===== config.mk =====
export PLATFORM = sky130hd
export DESIGN_NAME = ctsc_ctrl
export DESIGN_NICKNAME = d
export VERILOG_FILES = /design/src/hw/rtl/ctsc_pkg.sv /design/src/hw/rtl/ctsc_ctrl.sv
export SDC_FILE = /design/constraint.sdc
export NUM_CORES = 1
export LEC_CHECK = 0
export BUFFER_PORTS_ARGS = -buffer_cell sky130_fd_sc_hd__clkbuf_2
export CAP_MARGIN = 40
export CORE_MARGIN = 8
export CORE_UTILIZATION = 51
export DETAILED_ROUTE_END_ITERATION = 8
export GPL_ROUTABILITY_DRIVEN = 0
export PLACE_DENSITY_LB_ADDON = 0.25
export SLEW_MARGIN = 20
export SYNTH_ARGS = -nofsm -noshare
export SYNTH_HDL_FRONTEND = slang
export SYNTH_SLANG_ARGS = --single-unit

===== constraint.sdc =====
create_clock -name clock -period 2.1 [get_ports clock]
set_input_delay 0.21 -clock clock [delete_from_list [all_inputs] [get_ports clock]]
set_output_delay 0.21 -clock clock [all_outputs]
set_load 0.05 [all_outputs]

===== src/hw/rtl/ctsc_pkg.sv =====
// shared types and codes of the complex tridiagonal solver core
package ctsc_pkg;

   localparam int WordBits = 32;

   typedef struct packed {
      logic signed [WordBits-1:0] re;
      logic signed [WordBits-1:0] im;
   } cplx_type;

   // run status codes, higher code wins
   localparam logic [1:0] ST_OK         = 2'd0;
   localparam logic [1:0] ST_ZERO_FIRST = 2'd1;
   localparam logic [1:0] ST_ZERO_LATER = 2'd2;
   localparam logic [1:0] ST_DROPPED    = 2'd3;

   typedef enum logic {
      AR_CMUL,
      AR_CDIV
   } ar_op_type;

   typedef enum logic [2:0] {
      X_R,
      X_PU,
      X_A,
      X_T,
      X_G
   } x_sel_type;

   typedef enum logic [1:0] {
      Y_B,
      Y_PV,
      Y_G,
      Y_U
   } y_sel_type;

   typedef enum logic [3:0] {
      MV_NONE,
      MV_ROW0,
      MV_G,
      MV_PIVOT,
      MV_RHS,
      MV_U,
      MV_PU,
      MV_BACK_LD,
      MV_BACK,
      MV_CLEAR
   } move_type;

   typedef struct packed {
      logic       load_in;
      logic       ar_start;
      ar_op_type  ar_op;
      x_sel_type  ar_x;
      y_sel_type  ar_y;
      move_type   mv;
      logic       f_wr;
      logic       p_wr;
      logic       out_en;
      logic       out_last;
      logic [5:0] out_index;
      logic [1:0] out_status;
   } cmd_type;

   typedef struct packed {
      logic b_zero;
      logic pv_zero;
      logic ar_done;
   } sts_type;

endpackage


===== src/hw/rtl/ctsc_ctrl.sv =====
// sequencer for forward elimination, back substitution and emission
module ctsc_ctrl #(
   parameter int MAX_ROWS = 64,
   localparam int AW = $clog2(MAX_ROWS),
   localparam int CW = $clog2(MAX_ROWS + 1)
) (
   input  logic               clock,
   input  logic               reset,
   input  logic               start,
   input  logic               final_row,
   output logic               busy,
   output ctsc_pkg::cmd_type  cmd,
   output logic [AW-1:0]      f_addr,
   output logic [AW-1:0]      p_addr,
   input  ctsc_pkg::sts_type  sts
);

   typedef enum logic [4:0] {
      S_IDLE,
      S_R0_DIV,
      S_G_DIV,
      S_G_WAIT,
      S_G_WR,
      S_AG_WAIT,
      S_AU_MUL,
      S_AU_WAIT,
      S_P_DIV,
      S_P_WAIT,
      S_WR_U,
      S_END,
      S_BS_RD,
      S_BS_LD,
      S_BS_MUL,
      S_BS_WAIT,
      S_BS_WR,
      S_EMIT,
      S_CLEAR
   } state_type;

   state_type     state_ff;
   logic [CW-1:0] row_cnt_ff;
   logic [AW-1:0] k_ff;
   logic [1:0]    sticky_ff;
   logic          final_ff;

   logic          full;
   logic          raise_en;
   logic [1:0]    raise_code;
   logic [AW-1:0] km1;
   logic          emit_last;

   assign full = row_cnt_ff == CW'(MAX_ROWS);
   assign km1 = k_ff - AW'(1);
   assign emit_last = CW'(k_ff) == (row_cnt_ff - CW'(1));
   assign busy = state_ff != S_IDLE;

   always_comb begin
      cmd = '0;
      cmd.ar_op = ctsc_pkg::AR_CMUL;
      cmd.ar_x = ctsc_pkg::X_R;
      cmd.ar_y = ctsc_pkg::Y_B;
      cmd.mv = ctsc_pkg::MV_NONE;
      cmd.out_status = sticky_ff;
      f_addr = row_cnt_ff[AW-1:0];
      p_addr = row_cnt_ff[AW-1:0];
      raise_en = 1'b0;
      raise_code = ctsc_pkg::ST_OK;
      unique case (state_ff)
         S_IDLE: begin
            cmd.load_in = start;
            raise_en = start && full;
            raise_code = ctsc_pkg::ST_DROPPED;
         end
         S_R0_DIV: begin
            cmd.ar_start = 1'b1;
            cmd.ar_op = ctsc_pkg::AR_CDIV;
            cmd.ar_x = ctsc_pkg::X_R;
            cmd.ar_y = ctsc_pkg::Y_B;
            cmd.mv = ctsc_pkg::MV_ROW0;
            raise_en = sts.b_zero;
            raise_code = ctsc_pkg::ST_ZERO_FIRST;
         end
         S_G_DIV: begin
            cmd.ar_start = 1'b1;
            cmd.ar_op = ctsc_pkg::AR_CDIV;
            cmd.ar_x = ctsc_pkg::X_PU;
            cmd.ar_y = ctsc_pkg::Y_PV;
         end
         S_G_WAIT: begin
            if (sts.ar_done) begin
               cmd.mv = ctsc_pkg::MV_G;
            end
         end
         S_G_WR: begin
            cmd.f_wr = 1'b1;
            cmd.ar_start = 1'b1;
            cmd.ar_op = ctsc_pkg::AR_CMUL;
            cmd.ar_x = ctsc_pkg::X_A;
            cmd.ar_y = ctsc_pkg::Y_G;
         end
         S_AG_WAIT: begin
            if (sts.ar_done) begin
               cmd.mv = ctsc_pkg::MV_PIVOT;
            end
         end
         S_AU_MUL: begin
            cmd.ar_start = 1'b1;
            cmd.ar_op = ctsc_pkg::AR_CMUL;
            cmd.ar_x = ctsc_pkg::X_A;
            cmd.ar_y = ctsc_pkg::Y_U;
            cmd.mv = ctsc_pkg::MV_PU;
            raise_en = sts.pv_zero;
            raise_code = ctsc_pkg::ST_ZERO_LATER;
         end
         S_AU_WAIT: begin
            if (sts.ar_done) begin
               cmd.mv = ctsc_pkg::MV_RHS;
            end
         end
         S_P_DIV: begin
            cmd.ar_start = 1'b1;
            cmd.ar_op = ctsc_pkg::AR_CDIV;
            cmd.ar_x = ctsc_pkg::X_T;
            cmd.ar_y = ctsc_pkg::Y_PV;
         end
         S_P_WAIT: begin
            if (sts.ar_done) begin
               cmd.mv = ctsc_pkg::MV_U;
            end
         end
         S_WR_U: cmd.p_wr = 1'b1;
         S_END: ;
         S_BS_RD: begin
            f_addr = k_ff;
            p_addr = km1;
         end
         S_BS_LD: begin
            f_addr = k_ff;
            p_addr = km1;
            cmd.mv = ctsc_pkg::MV_BACK_LD;
         end
         S_BS_MUL: begin
            p_addr = km1;
            cmd.ar_start = 1'b1;
            cmd.ar_op = ctsc_pkg::AR_CMUL;
            cmd.ar_x = ctsc_pkg::X_G;
            cmd.ar_y = ctsc_pkg::Y_U;
         end
         S_BS_WAIT: begin
            p_addr = km1;
            if (sts.ar_done) begin
               cmd.mv = ctsc_pkg::MV_BACK;
            end
         end
         S_BS_WR: begin
            p_addr = km1;
            cmd.p_wr = 1'b1;
         end
         S_EMIT: begin
            p_addr = k_ff;
            cmd.out_en = 1'b1;
            cmd.out_last = emit_last;
            cmd.out_index = 6'(k_ff);
         end
         S_CLEAR: cmd.mv = ctsc_pkg::MV_CLEAR;
         default: ;
      endcase
   end

   always_ff @(posedge clock) begin
      if (reset) begin
         state_ff <= S_IDLE;
         row_cnt_ff <= '0;
         k_ff <= '0;
         sticky_ff <= ctsc_pkg::ST_OK;
         final_ff <= 1'b0;
      end else begin
         if (raise_en && (raise_code > sticky_ff)) begin
            sticky_ff <= raise_code;
         end
         unique case (state_ff)
            S_IDLE: begin
               if (start) begin
                  final_ff <= final_row;
                  priority if (full) begin
                     state_ff <= S_END;
                  end else if (row_cnt_ff == '0) begin
                     state_ff <= S_R0_DIV;
                  end else begin
                     state_ff <= S_G_DIV;
                  end
               end
            end
            S_R0_DIV:  state_ff <= S_P_WAIT;
            S_G_DIV:   state_ff <= S_G_WAIT;
            S_G_WAIT:  if (sts.ar_done) state_ff <= S_G_WR;
            S_G_WR:    state_ff <= S_AG_WAIT;
            S_AG_WAIT: if (sts.ar_done) state_ff <= S_AU_MUL;
            S_AU_MUL:  state_ff <= S_AU_WAIT;
            S_AU_WAIT: if (sts.ar_done) state_ff <= S_P_DIV;
            S_P_DIV:   state_ff <= S_P_WAIT;
            S_P_WAIT:  if (sts.ar_done) state_ff <= S_WR_U;
            S_WR_U: begin
               row_cnt_ff <= row_cnt_ff + CW'(1);
               state_ff <= S_END;
            end
            S_END: begin
               priority if (!final_ff) begin
                  state_ff <= S_IDLE;
               end else if (row_cnt_ff == CW'(1)) begin
                  k_ff <= '0;
                  state_ff <= S_EMIT;
               end else begin
                  k_ff <= AW'(row_cnt_ff - CW'(1));
                  state_ff <= S_BS_RD;
               end
            end
            S_BS_RD:   state_ff <= S_BS_LD;
            S_BS_LD:   state_ff <= S_BS_MUL;
            S_BS_MUL:  state_ff <= S_BS_WAIT;
            S_BS_WAIT: if (sts.ar_done) state_ff <= S_BS_WR;
            S_BS_WR: begin
               k_ff <= km1;
               state_ff <= (k_ff == AW'(1)) ? S_EMIT : S_BS_RD;
            end
            S_EMIT: begin
               k_ff <= k_ff + AW'(1);
               if (emit_last) begin
                  state_ff <= S_CLEAR;
               end
            end
            S_CLEAR: begin
               row_cnt_ff <= '0;
               sticky_ff <= ctsc_pkg::ST_OK;
               final_ff <= 1'b0;
               state_ff <= S_IDLE;
            end
            default: state_ff <= S_IDLE;
         endcase
      end
   end

endmodule


==> reports/metrics.yaml, run 1 <==
timing:
  hold_violations: 0
  whs_ns: 0.169
  worst-slew-pin-transition_ns: 0.612
  maxSlewHeadroom_pct: 58.8
  fin_skew_ns: 0.00518
  finalMaxSlewViolations: 0
  min_period_ns: 2.41
  fmaxAchievable_mhz: 415
  layout_worst_path_cycle_share_pct: 115
  grt_setup_unrepaired: "yes"
  final.setup.worst_slack_ns: -0.309
  setup_viol: 23
logic_synthesis:
  yosys.cell_types.count: 67
  synth_nets: 332
  synth.avg_cell_area_sq_um: 7.23
  mappedNetlistArea_sq_mm: 0.00228
  number_of_synthesized_flops_with_an_enable_pin: 0
  synthArstFlopShare_pct: 0
  ys_ff_latch: 21
  synth_sequential_area_ratio_pct: 18.4
  ys.warnings.count: 0
  synth_top_flop_cell: "dfxtp_1"
  synthesis.instances: 316
clocking:
  cts.path.max_buffers: 2
  tritoncts.num_buffers: 3
  cts_sinks: 21
  cts_root_buf: "clkbuf_8"
  htree_levels: 1
  clock_pin_slew_on_the_worst_setup_and_hold_paths_ns: 0.09
  clock_latency_ns: 0.28
  post_cts_hold_buffer_count: 0
  tritoncts: "done"
outcome:
  violated_checks: "negative setup slack"
  outcome: "complete, but fails checks"
placed_design:
  port_buffers: 43
  place_area_sq_mm: 0.00319
  dpl_worst_slack_ns: -0.0899
  dp_hpwl_microns: 5830
setup_path:
  endpoint_arrival_time_on_the_critical_path_ns: 2.20
  reg2reg_depth: 8
  worstPathMaxFanout: 3
  timing.critical_path.max_delay_family: "simple AND/OR/NAND/NOR gates"
  critical_path.slowest_cell: "a2111oi_4"
  cells_along_the_critical_path: "inv_4 -> ha_4 -> nor3b_4 -> xnor2_2 -> a2111oi_4 -> nand3_2 -> nor2_4 -> buf_12"
  timing.setup.critical_path_class: "flip-flop to output pin"
  timing.critical_path.required_ns: 1.89
  end_kind: "output pin"
  crit_path_max_incr_delay_ns: 0.41
  timing.rr.end: "k_ff[1]"
  timing.critical_path.from_type: "flip-flop"
  timing.critical_path.buf_inv: 2
  crit-reg2reg-launch: "state_ff[4]"
  timing.reg2reg.setup_slack_ns: -0.10
layout:
  final.fill_count: 181
  design_area_sq_mm: 0.00383
  area_growth_pct: 67.9
  n_antenna_cell: 0
  final_common_cell: "buf_4"
  drive_gt1_share_pct: 55.7
  layout_common_cells: "buf_4 (73), nand2_1 (26), nor2_1 (22)"
  final_nets: 428
floorplanning:
  placeableCoreArea_sq_mm: 0.00432
  rows: 24
  floorplan.die.height_microns: 82.9
  floorplan.initialDensity_pct: 52.8
  io_pins: 44
  horizontal_die_dimension_microns: 82.9
  fp.dieArea_sq_mm: 0.00687
min_path:
  startpoint_of_the_worst_hold_path: "final_row"
  worst_hold_path.num_cells: 3
  holdCritPathClass: "primary input to flip-flop"
  hold_end: "final_ff"
detailed_routing:
  route.vias.total: 3292
  route.detailed.drc: 0
  detailedRoute.firstIterationViolations: 679
  dr.pass1.iters: 5
  wl_microns: 11600
  avgViaCountPerCell: 7.11
  ant_nets: 0
  wl_per_cell_microns: 25.0
run:
  max-cap-violations: 0
global_route:
  gr-usage-met1_pct: 28.2
  groute.layer.met2.usage_pct: 40.5
  grt_antenna_before_repair: 0
  grt.total_usage_pct: 24.4
  grt_pass1_wl_microns: 14200
  vias_in_the_first_global_route: 2939
  grt_max_degree: 17
  grt.busiest_layer: "met2"
  gr-usage-met3_pct: 4.88
  globalRouteOverflowTotal: 0
pwr:
  power-per-cell-area_mw_per_mm2: 826
  vdd.ir_drop.worst_mv: 0.903
  leakagePower_uw: 0.00162
-- power by group --
| group | switching (uW) | internal [uW] |
|---|---|---|
| Sequential | 58.5 | 443 |
| Combinational | 1490 | 874 |
| Clock | 168 | 135 |
| Total | 1720 | 1450 |
-- worst min-delay path, cell delays in order --
cell      delay, ns
clkbuf_2       0.07
mux2i_1        0.06
nor2_1         0.07
-- metrics by stage --
step | instances | total power [uW] | setup TNS (ns) | util, %
2_1_floorplan | 316 | 1800 | -0.255 | -
3_5_place_dp | 442 | 2390 | -0.178 | 73.8
3_3_place_gp | 442 | 2350 | -0.0296 | 73.8
6_report | 463 | 3170 | -1.74 | 88.7
4_1_cts | 455 | 2800 | -0.420 | 81.6
5_1_grt | 463 | 3270 | -2.54 | 88.7
-- Yosys cell counts (2+ instances only) --
cell | number | area [sq um]
a211oi_1 | 3 | 22.5
a21oi_1 | 17 | 85.1
a21oi_2 | 2 | 17.5
a221o_1 | 3 | 30.0
a221oi_1 | 3 | 26.3
a22oi_1 | 3 | 22.5
a31oi_1 | 2 | 12.5
and2_1 | 4 | 25.0
and3_1 | 4 | 25.0
buf_6 | 2 | 22.5
clkbuf_1 | 27 | 101
dfxtp_1 | 21 | 420
ha_1 | 9 | 113
inv_1 | 12 | 45.0
mux2_2 | 6 | 67.6
mux2i_1 | 2 | 20.0
nand2_1 | 28 | 105
nand2b_1 | 5 | 31.3
nand3_1 | 8 | 40.0
nand4_1 | 2 | 12.5
nor2_1 | 34 | 128
nor2_2 | 2 | 12.5
nor2b_1 | 6 | 37.5
nor3_1 | 11 | 55.1
nor3b_1 | 4 | 30.0
nor4_1 | 4 | 25.0
o21a_1 | 2 | 15.0
o21ai_0 | 23 | 115
o22ai_1 | 6 | 37.5
or2_2 | 2 | 12.5
or3_1 | 4 | 25.0
xnor2_1 | 12 | 105
xor2_1 | 9 | 78.8
-- worst max-delay path by stage --
| stage | startpoint | to | depth (start not counted) |
|---|---|---|---|
| after floorplan | state_ff[3] | cmd[22] | 6 |
| after global placement | state_ff[1] | sticky_ff[1] | 9 |
| after global routing | row_cnt_ff[0] | cmd[8] | 8 |
| after detailed placement | state_ff[1] | sticky_ff[1] | 9 |
| after CTS | row_cnt_ff[0] | cmd[8] | 8 |
| final | row_cnt_ff[0] | cmd[8] | 8 |
-- layer usage --
metal  vias to the layer above  wire, microns
met3                       107           1380
met2                       358           5240
li1                       1321              -
met5                         -              0
met4                         0            890
met1                      1506           4070
-- what timing repair did --
action	CTS	global route
setup buffers	9	8
pin swaps	13	19
endpoints found under the hold margin	0	0
gates resized for setup	52	66
setup endpoints to repair	23	30
-- registers in the layout, summed over array words and instances, names as in the netlist --
signal,flops
row_cnt_ff,7
k_ff,6
state_ff,5
sticky_ff,2
final_ff,1
-- kinds of logic after synthesis --
| group | count (synthesis) | share of synthesized area [%] |
|---|---|---|
| xor gates and xnor gates | 21 | 8.05 |
| and+or+nand+nor | 130 | 30.4 |
| muxes | 8 | 3.84 |
| adders and majority gates | 9 | 4.93 |
| AOI/OAI and AO/OA | 85 | 26.7 |
| buffers and inverters | 42 | 7.62 |
| DFF | 21 | 18.4 |
-- area by class of cell --
type	count	area, sq um	area share (%)
multi-input cells	253	2120	55.4
repair buffers	121	1100	28.6
flip-flops and latches	21	442	11.5
well taps	52	65.1	1.70
inverters	12	58.8	1.53
clock buffers	3	41.3	1.08
clock inverters	1	7.51	0.196
(Power assumes the default switching activity.)
==> inputs of run 2 (changes only) <==
- CTS_BUF_LIST: default -> sky130_fd_sc_hd__clkbuf_16
==> run 2 against run 1 <==
The run still ends with negative setup slack left. Final cell count increased by 2.6%. Critical path depth shrank 3. Register-to-register slack is essentially flat. Sequential share of layout area barely moved. Power grew 5.0%. Global-route usage increased by 2.8 points. Wire length grew 3.1%.
==> reports/metrics.yaml, run 2 (synthesis results as in run 1) <==
outcome:
  outcome: "complete, but fails checks"
  violated_checks: "negative setup slack"
clocking:
  cts.path.max_buffers: 2  # unchanged
  tritoncts.num_buffers: 3  # unchanged
  tritoncts: "done"
  clock_pin_slew_on_the_worst_setup_and_hold_paths_ns: 0.07  # -0.02 ns
  cts_sinks: 21  # unchanged
  cts_root_buf: "clkbuf_16"
  post_cts_hold_buffer_count: 0  # unchanged
  clock_latency_ns: 0.28  # about the same
  htree_levels: 1  # unchanged
layout:
  drive_gt1_share_pct: 55.3  # -0.40 points
  area_growth_pct: 69.6
  layout_common_cells: "buf_4 (86), nand2_1 (26), nor2_1 (23)"
  multi_input_comb_area_sq_mm: 0.00205  # -3.5%
  largest_reg_flops: 7  # unchanged
  final_nets: 440  # +2.8%
  regMostFlops: "row_cnt_ff"
  design_area_sq_mm: 0.00387  # +0.98%
  reg.largest.list: "row_cnt_ff (7), k_ff (6), state_ff (5)"
  layoutNonFillerInstCount: 475  # +2.6%
  final-seq-area_sq_um: 444  # +0.57%
  final.fill_count: 187  # +3.3%
  final_common_cell: "buf_4"
  n_antenna_cell: 0  # unchanged
detailed_routing:
  detailedRoute.firstIterationViolations: 650  # -4.3%
  route.detailed.drc: 0  # unchanged
  dr.pass1.iters: 5  # unchanged
  ant_nets: 0  # unchanged
  wl_microns: 11900  # +3.1%
  avgViaCountPerCell: 7.06  # -0.75%
  route.vias.total: 3352  # +1.8%
  wl_per_cell_microns: 25.1  # +0.49%
timing:
  setup_viol: 25  # +8.7%
  maxSlewHeadroom_pct: 64.6  # +5.8 points
  finalMaxSlewViolations: 0  # unchanged
  min_period_ns: 2.35  # -0.0632 ns
  layout_worst_path_cycle_share_pct: 112  # -3.0 points
  fin_skew_ns: 0.00542  # +0.000239 ns
  totalNegativeSetupSlack_ns: -1.90  # -0.156 ns
  worst-slew-pin-transition_ns: 0.527  # -0.0856 ns
  grt_setup_unrepaired: "yes"
  fmaxAchievable_mhz: 426  # +2.7%
  final.setup.worst_slack_ns: -0.246  # +0.0632 ns
  whs_ns: 0.166  # -0.00217 ns
  hold_violations: 0  # unchanged
setup_path:
  critical_path.slowest_cell: "or4_4"
  cells_along_the_critical_path: "or4_4 -> nor3_4 -> o22ai_2 -> a221o_2 -> buf_8"
  timing.critical_path.from_type: "flip-flop"
  end_kind: "output pin"
  timing.setup.critical_path_class: "flip-flop to output pin"
  timing.critical_path.buf_inv: 1  # -1
  endpoint_arrival_time_on_the_critical_path_ns: 2.14  # -0.06 ns
  crit_path_max_incr_delay_ns: 0.60  # +0.19 ns
  timing.critical_path.max_delay_family: "simple AND/OR/NAND/NOR gates"
  timing.critical_path.required_ns: 1.89  # about the same
  worstPathMaxFanout: 5  # +2
global_route:
  grt_pass1_wl_microns: 15800  # +11%
  grt.total_usage_pct: 27.2  # +2.8 points
  vias_in_the_first_global_route: 2988  # +1.7%
  grt_max_degree: 17  # unchanged
  globalRouteOverflowTotal: 0  # unchanged
  grt_antenna_before_repair: 0  # unchanged
min_path:
  holdCritPathClass: "primary input to flip-flop"
floorplanning:
  rows: 24  # unchanged
  floorplan.die.height_microns: 82.9  # unchanged
  io_pins: 44  # unchanged
  fp.dieArea_sq_mm: 0.00687  # unchanged
  horizontal_die_dimension_microns: 82.9  # unchanged
  floorplan.initialDensity_pct: 52.8  # unchanged
  placeableCoreArea_sq_mm: 0.00432  # unchanged
placed_design:
  placedCellCount: 442  # unchanged
  port_buffers: 43  # unchanged
  place_area_sq_mm: 0.00319  # unchanged
  dp_hpwl_microns: 5830  # unchanged
pwr:
  leakagePower_uw: 0.00167  # +3.4%
  power-per-cell-area_mw_per_mm2: 859  # +4.0%
  vdd.ir_drop.worst_mv: 1.13  # +25%
run:
  max-cap-violations: 0  # unchanged
## run 2: what timing repair did
action	CTS	global route
pin swaps	15	19
resized for setup	49	55
setup endpoints to repair	21	33
cloned	0	0
buffers inserted	12	17
hold endpoints to repair	0	0
## run 2: layout make-up
cell class	instances	area share, %
repair buffers	133	30.3
well taps	52	1.68
flip-flops and latches	21	11.5
clock inverters	1	0.194
multi-input cells	253	52.9
clock buffers	3	1.94
inverters	12	1.52
## run 2: final timing paths
kind | end | startpoint | cells after the start | slack [ns]
hold reg to reg | sticky_ff[0] | sticky_ff[0] | 2 | 0.53
setup reg to reg | row_cnt_ff[5] | state_ff[1] | 8 | -0.10
hold / removal | final_ff | final_row | 3 | 0.17
setup / recovery | p_addr[5] | k_ff[1] | 5 | -0.25
## run 2: routing by layer
metal	wire length, microns	global-route usage, %
met5	0	0
met4	1020	15.7
met3	1600	5.57
met2	5320	44.1
met1	4010	32.3
## run 2: where the power goes
group	leakage [uW]	switching [uW]	internal (uW)	total, uW
registers	0.000176	58.6	445	503
logic	0.00146	1480	881	2360
clock network	0.0000371	199	260	459
## run 2: metrics by stage
step | total power, uW | util (%) | setup WS [ns]
global placement | 2350 | 73.8 | -0.0296
CTS | 2950 | 82.8 | -0.130
floorplan | 1800 | - | -0.144
detailed placement | 2390 | 73.8 | -0.0899
global route | 3420 | 89.6 | -0.270
finish | 3330 | 89.6 | -0.246
## run 2: worst min-delay path, cell delays in order
cell and delay, ns:
clkbuf_2 0.07, mux2i_1 0.06, nor2_1 0.07
==> inputs of run 3 (changes only) <==
- TNS_END_PERCENT: default -> 5
==> run 3 against run 2 <==
The run still ends with negative setup slack left. Cell area decreased by 7.4%. Combinational power decreased by 11%. Utilization decreased by 6.7 points. Clock-buffer cell count unchanged. Sequential power about the same. Non-clock buffer count decreased by 26. Highest routed layer unchanged.
==> reports/metrics.yaml, run 3 (synthesis results as in run 1) <==
layout:
  drive_gt1_share_pct: 48.6  # -6.7 points
  regMostFlops: "row_cnt_ff"
  area_growth_pct: 57.0
  final_common_cell: "buf_4"
  largest_reg_flops: 7  # unchanged
  layout_common_cells: "buf_4 (61), nand2_1 (27), nor2_1 (23)"
  final_nets: 414  # -5.9%
  reg.largest.list: "row_cnt_ff (7), k_ff (6), state_ff (5)"
  n_antenna_cell: 0  # unchanged
setup_path:
  timing.reg2reg.setup_slack_ns: -0.13  # -0.03 ns
  timing.setup.critical_path_class: "flip-flop to output pin"
  cells_along_the_critical_path: "buf_4 -> or3_4 -> nor3_4 -> buf_4 -> xnor2_2 -> nand3_2 -> nor2_4 -> buf_12"
  worstPathMaxFanout: 6  # +1
  timing.critical_path.from_type: "flip-flop"
  endpoint_arrival_time_on_the_critical_path_ns: 2.12  # -0.02 ns
  crit_path_frequent_cell: "buf_4"
  reg2reg_depth: 10  # +2
  timing.rr.end: "state_ff[3]"
  critical_path.endpoint: "cmd[8]"
  setup.worst_path.start: "row_cnt_ff[0]"
  end_kind: "output pin"
  critical_path.slowest_cell: "or3_4"
  crit_path_max_incr_delay_ns: 0.42  # -0.18 ns
  timing.critical_path.required_ns: 1.89  # about the same
  crit-reg2reg-launch: "row_cnt_ff[0]"
detailed_routing:
  detailedRoute.firstIterationViolations: 350  # -46%
  route.vias.total: 2958  # -12%
  wl_per_cell_microns: 20.8  # -17%
  avgViaCountPerCell: 6.59  # -6.6%
  ant_nets: 0  # unchanged
  route.detailed.drc: 0  # unchanged
  dr.pass1.iters: 5  # unchanged
  wl_microns: 9340  # -22%
pwr:
  power-per-cell-area_mw_per_mm2: 838  # -2.4%
  leakagePower_uw: 0.00154  # -7.8%
  vdd.ir_drop.worst_mv: 0.486  # -57%
  totalPowerFinal_uw: 3010  # -9.7%
global_route:
  grt_antenna_before_repair: 0  # unchanged
  vias_in_the_first_global_route: 2977  # -0.37%
  grt.total_usage_pct: 24.8  # -2.4 points
  grt_max_degree: 16  # -1
  globalRouteOverflowTotal: 0  # unchanged
  grt_pass1_wl_microns: 14600  # -7.3%
placed_design:
  dp_hpwl_microns: 5700  # -2.2%
  port_buffers: 43  # unchanged
  dpl_worst_slack_ns: -0.144  # -0.0545 ns
timing:
  layout_worst_path_cycle_share_pct: 111  # -0.90 points
  whs_ns: 0.195  # +0.0285 ns
  worst-slew-pin-transition_ns: 0.490  # -0.0369 ns
  final.setup.worst_slack_ns: -0.227  # +0.0188 ns
  maxSlewHeadroom_pct: 67.4  # +2.8 points
  fmaxAchievable_mhz: 430  # +0.81%
  finalMaxSlewViolations: 0  # unchanged
  totalNegativeSetupSlack_ns: -1.14  # +0.760 ns
  grt_setup_unrepaired: "yes"
  fin_skew_ns: 0.00567  # +0.000247 ns
  min_period_ns: 2.33  # -0.0188 ns
  setup_viol: 11  # -56%
  hold_violations: 0  # unchanged
floorplanning:
  placeableCoreArea_sq_mm: 0.00432  # unchanged
  io_pins: 44  # unchanged
  rows: 24  # unchanged
  fp.dieArea_sq_mm: 0.00687  # unchanged
  horizontal_die_dimension_microns: 82.9  # unchanged
  floorplan.die.height_microns: 82.9  # unchanged
  floorplan.initialDensity_pct: 52.8  # unchanged
run:
  max-cap-violations: 0  # unchanged
clocking:
  clock_pin_slew_on_the_worst_setup_and_hold_paths_ns: 0.06  # about the same
  clock_latency_ns: 0.26  # -0.02 ns
  tritoncts.num_buffers: 3  # unchanged
  tritoncts: "done"
  htree_levels: 1  # unchanged
  cts_root_buf: "clkbuf_16"
  cts_sinks: 21  # unchanged
  cts.path.max_buffers: 2  # unchanged
outcome:
  outcome: "complete, but fails checks"
  violated_checks: "negative setup slack"
min_path:
  worst_hold_path.num_cells: 3  # unchanged
  holdCritPathClass: "primary input to flip-flop"
[run 3: how the worst min path moves through the flow]
stage,from,endpoint,slack (ns)
floorplan,reset,state_ff[1],0.28
global placement,final_row,final_ff,0.45
detailed placement,final_row,final_ff,0.46
CTS,final_row,final_ff,0.20
global route,final_row,final_ff,0.23
finish,final_row,final_ff,0.19
[run 3: timing repair]
| item | in CTS | in global routing |
|---|---|---|
| gates resized for setup | 49 | 23 |
| hold buffers | 0 | 0 |
| buffers inserted | 6 | 1 |
| pin swaps | 9 | 4 |
| hold endpoints to repair | 0 | 0 |
| setup endpoints to repair | 19 | 27 |
[run 3: per-stage QoR]
step	std cells	area (sq um)	util, %
floorplan	316	2330	-
global placement	438	3150	72.8
detailed placement	438	3150	72.8
CTS	448	3500	81.0
global route	449	3580	82.9
finish	449	3580	82.9
[run 3: layout make-up]
class / count / area (sq um)
sequential: 21 / 432
timing repair buffer: 107 / 975
clock buffer: 3 / 75.1
fill: 240 / 739
clock inverter: 1 / 5.00
inverter: 12 / 50.0
multi-input combinational: 253 / 1980
tap: 52 / 65.1
[run 3: power breakdown]
part           internal, uW  leakage [uW]  switching [uW]
clock                   256     0.0000409             158
combinational           790       0.00133            1300
sequential              446      0.000174            56.0
total                  1490       0.00154            1510
[run 3: per-layer routing]
| metal | GRT usage [%] | vias to the layer above | wire length (microns) | part of all wire (%) |
|---|---|---|---|---|
| met5 | 0 | - | 0 | 0 |
| met4 | 15.3 | 0 | 560 | 6.0 |
| met2 | 42.4 | 220 | 4450 | 48 |
| li1 | - | 1291 | - | - |
| met3 | 5.37 | 67 | 803 | 8.6 |
| met1 | 27.1 | 1380 | 3530 | 38 |
[run 3: worst max-delay path, delay by kind of cell (launching register included)]
kind	cells	cell delay, ns
flip-flops	1	0.33
AND/OR/NAND/NOR	4	0.91
buffers and inverters	3	0.46
XOR/XNOR	1	0.15
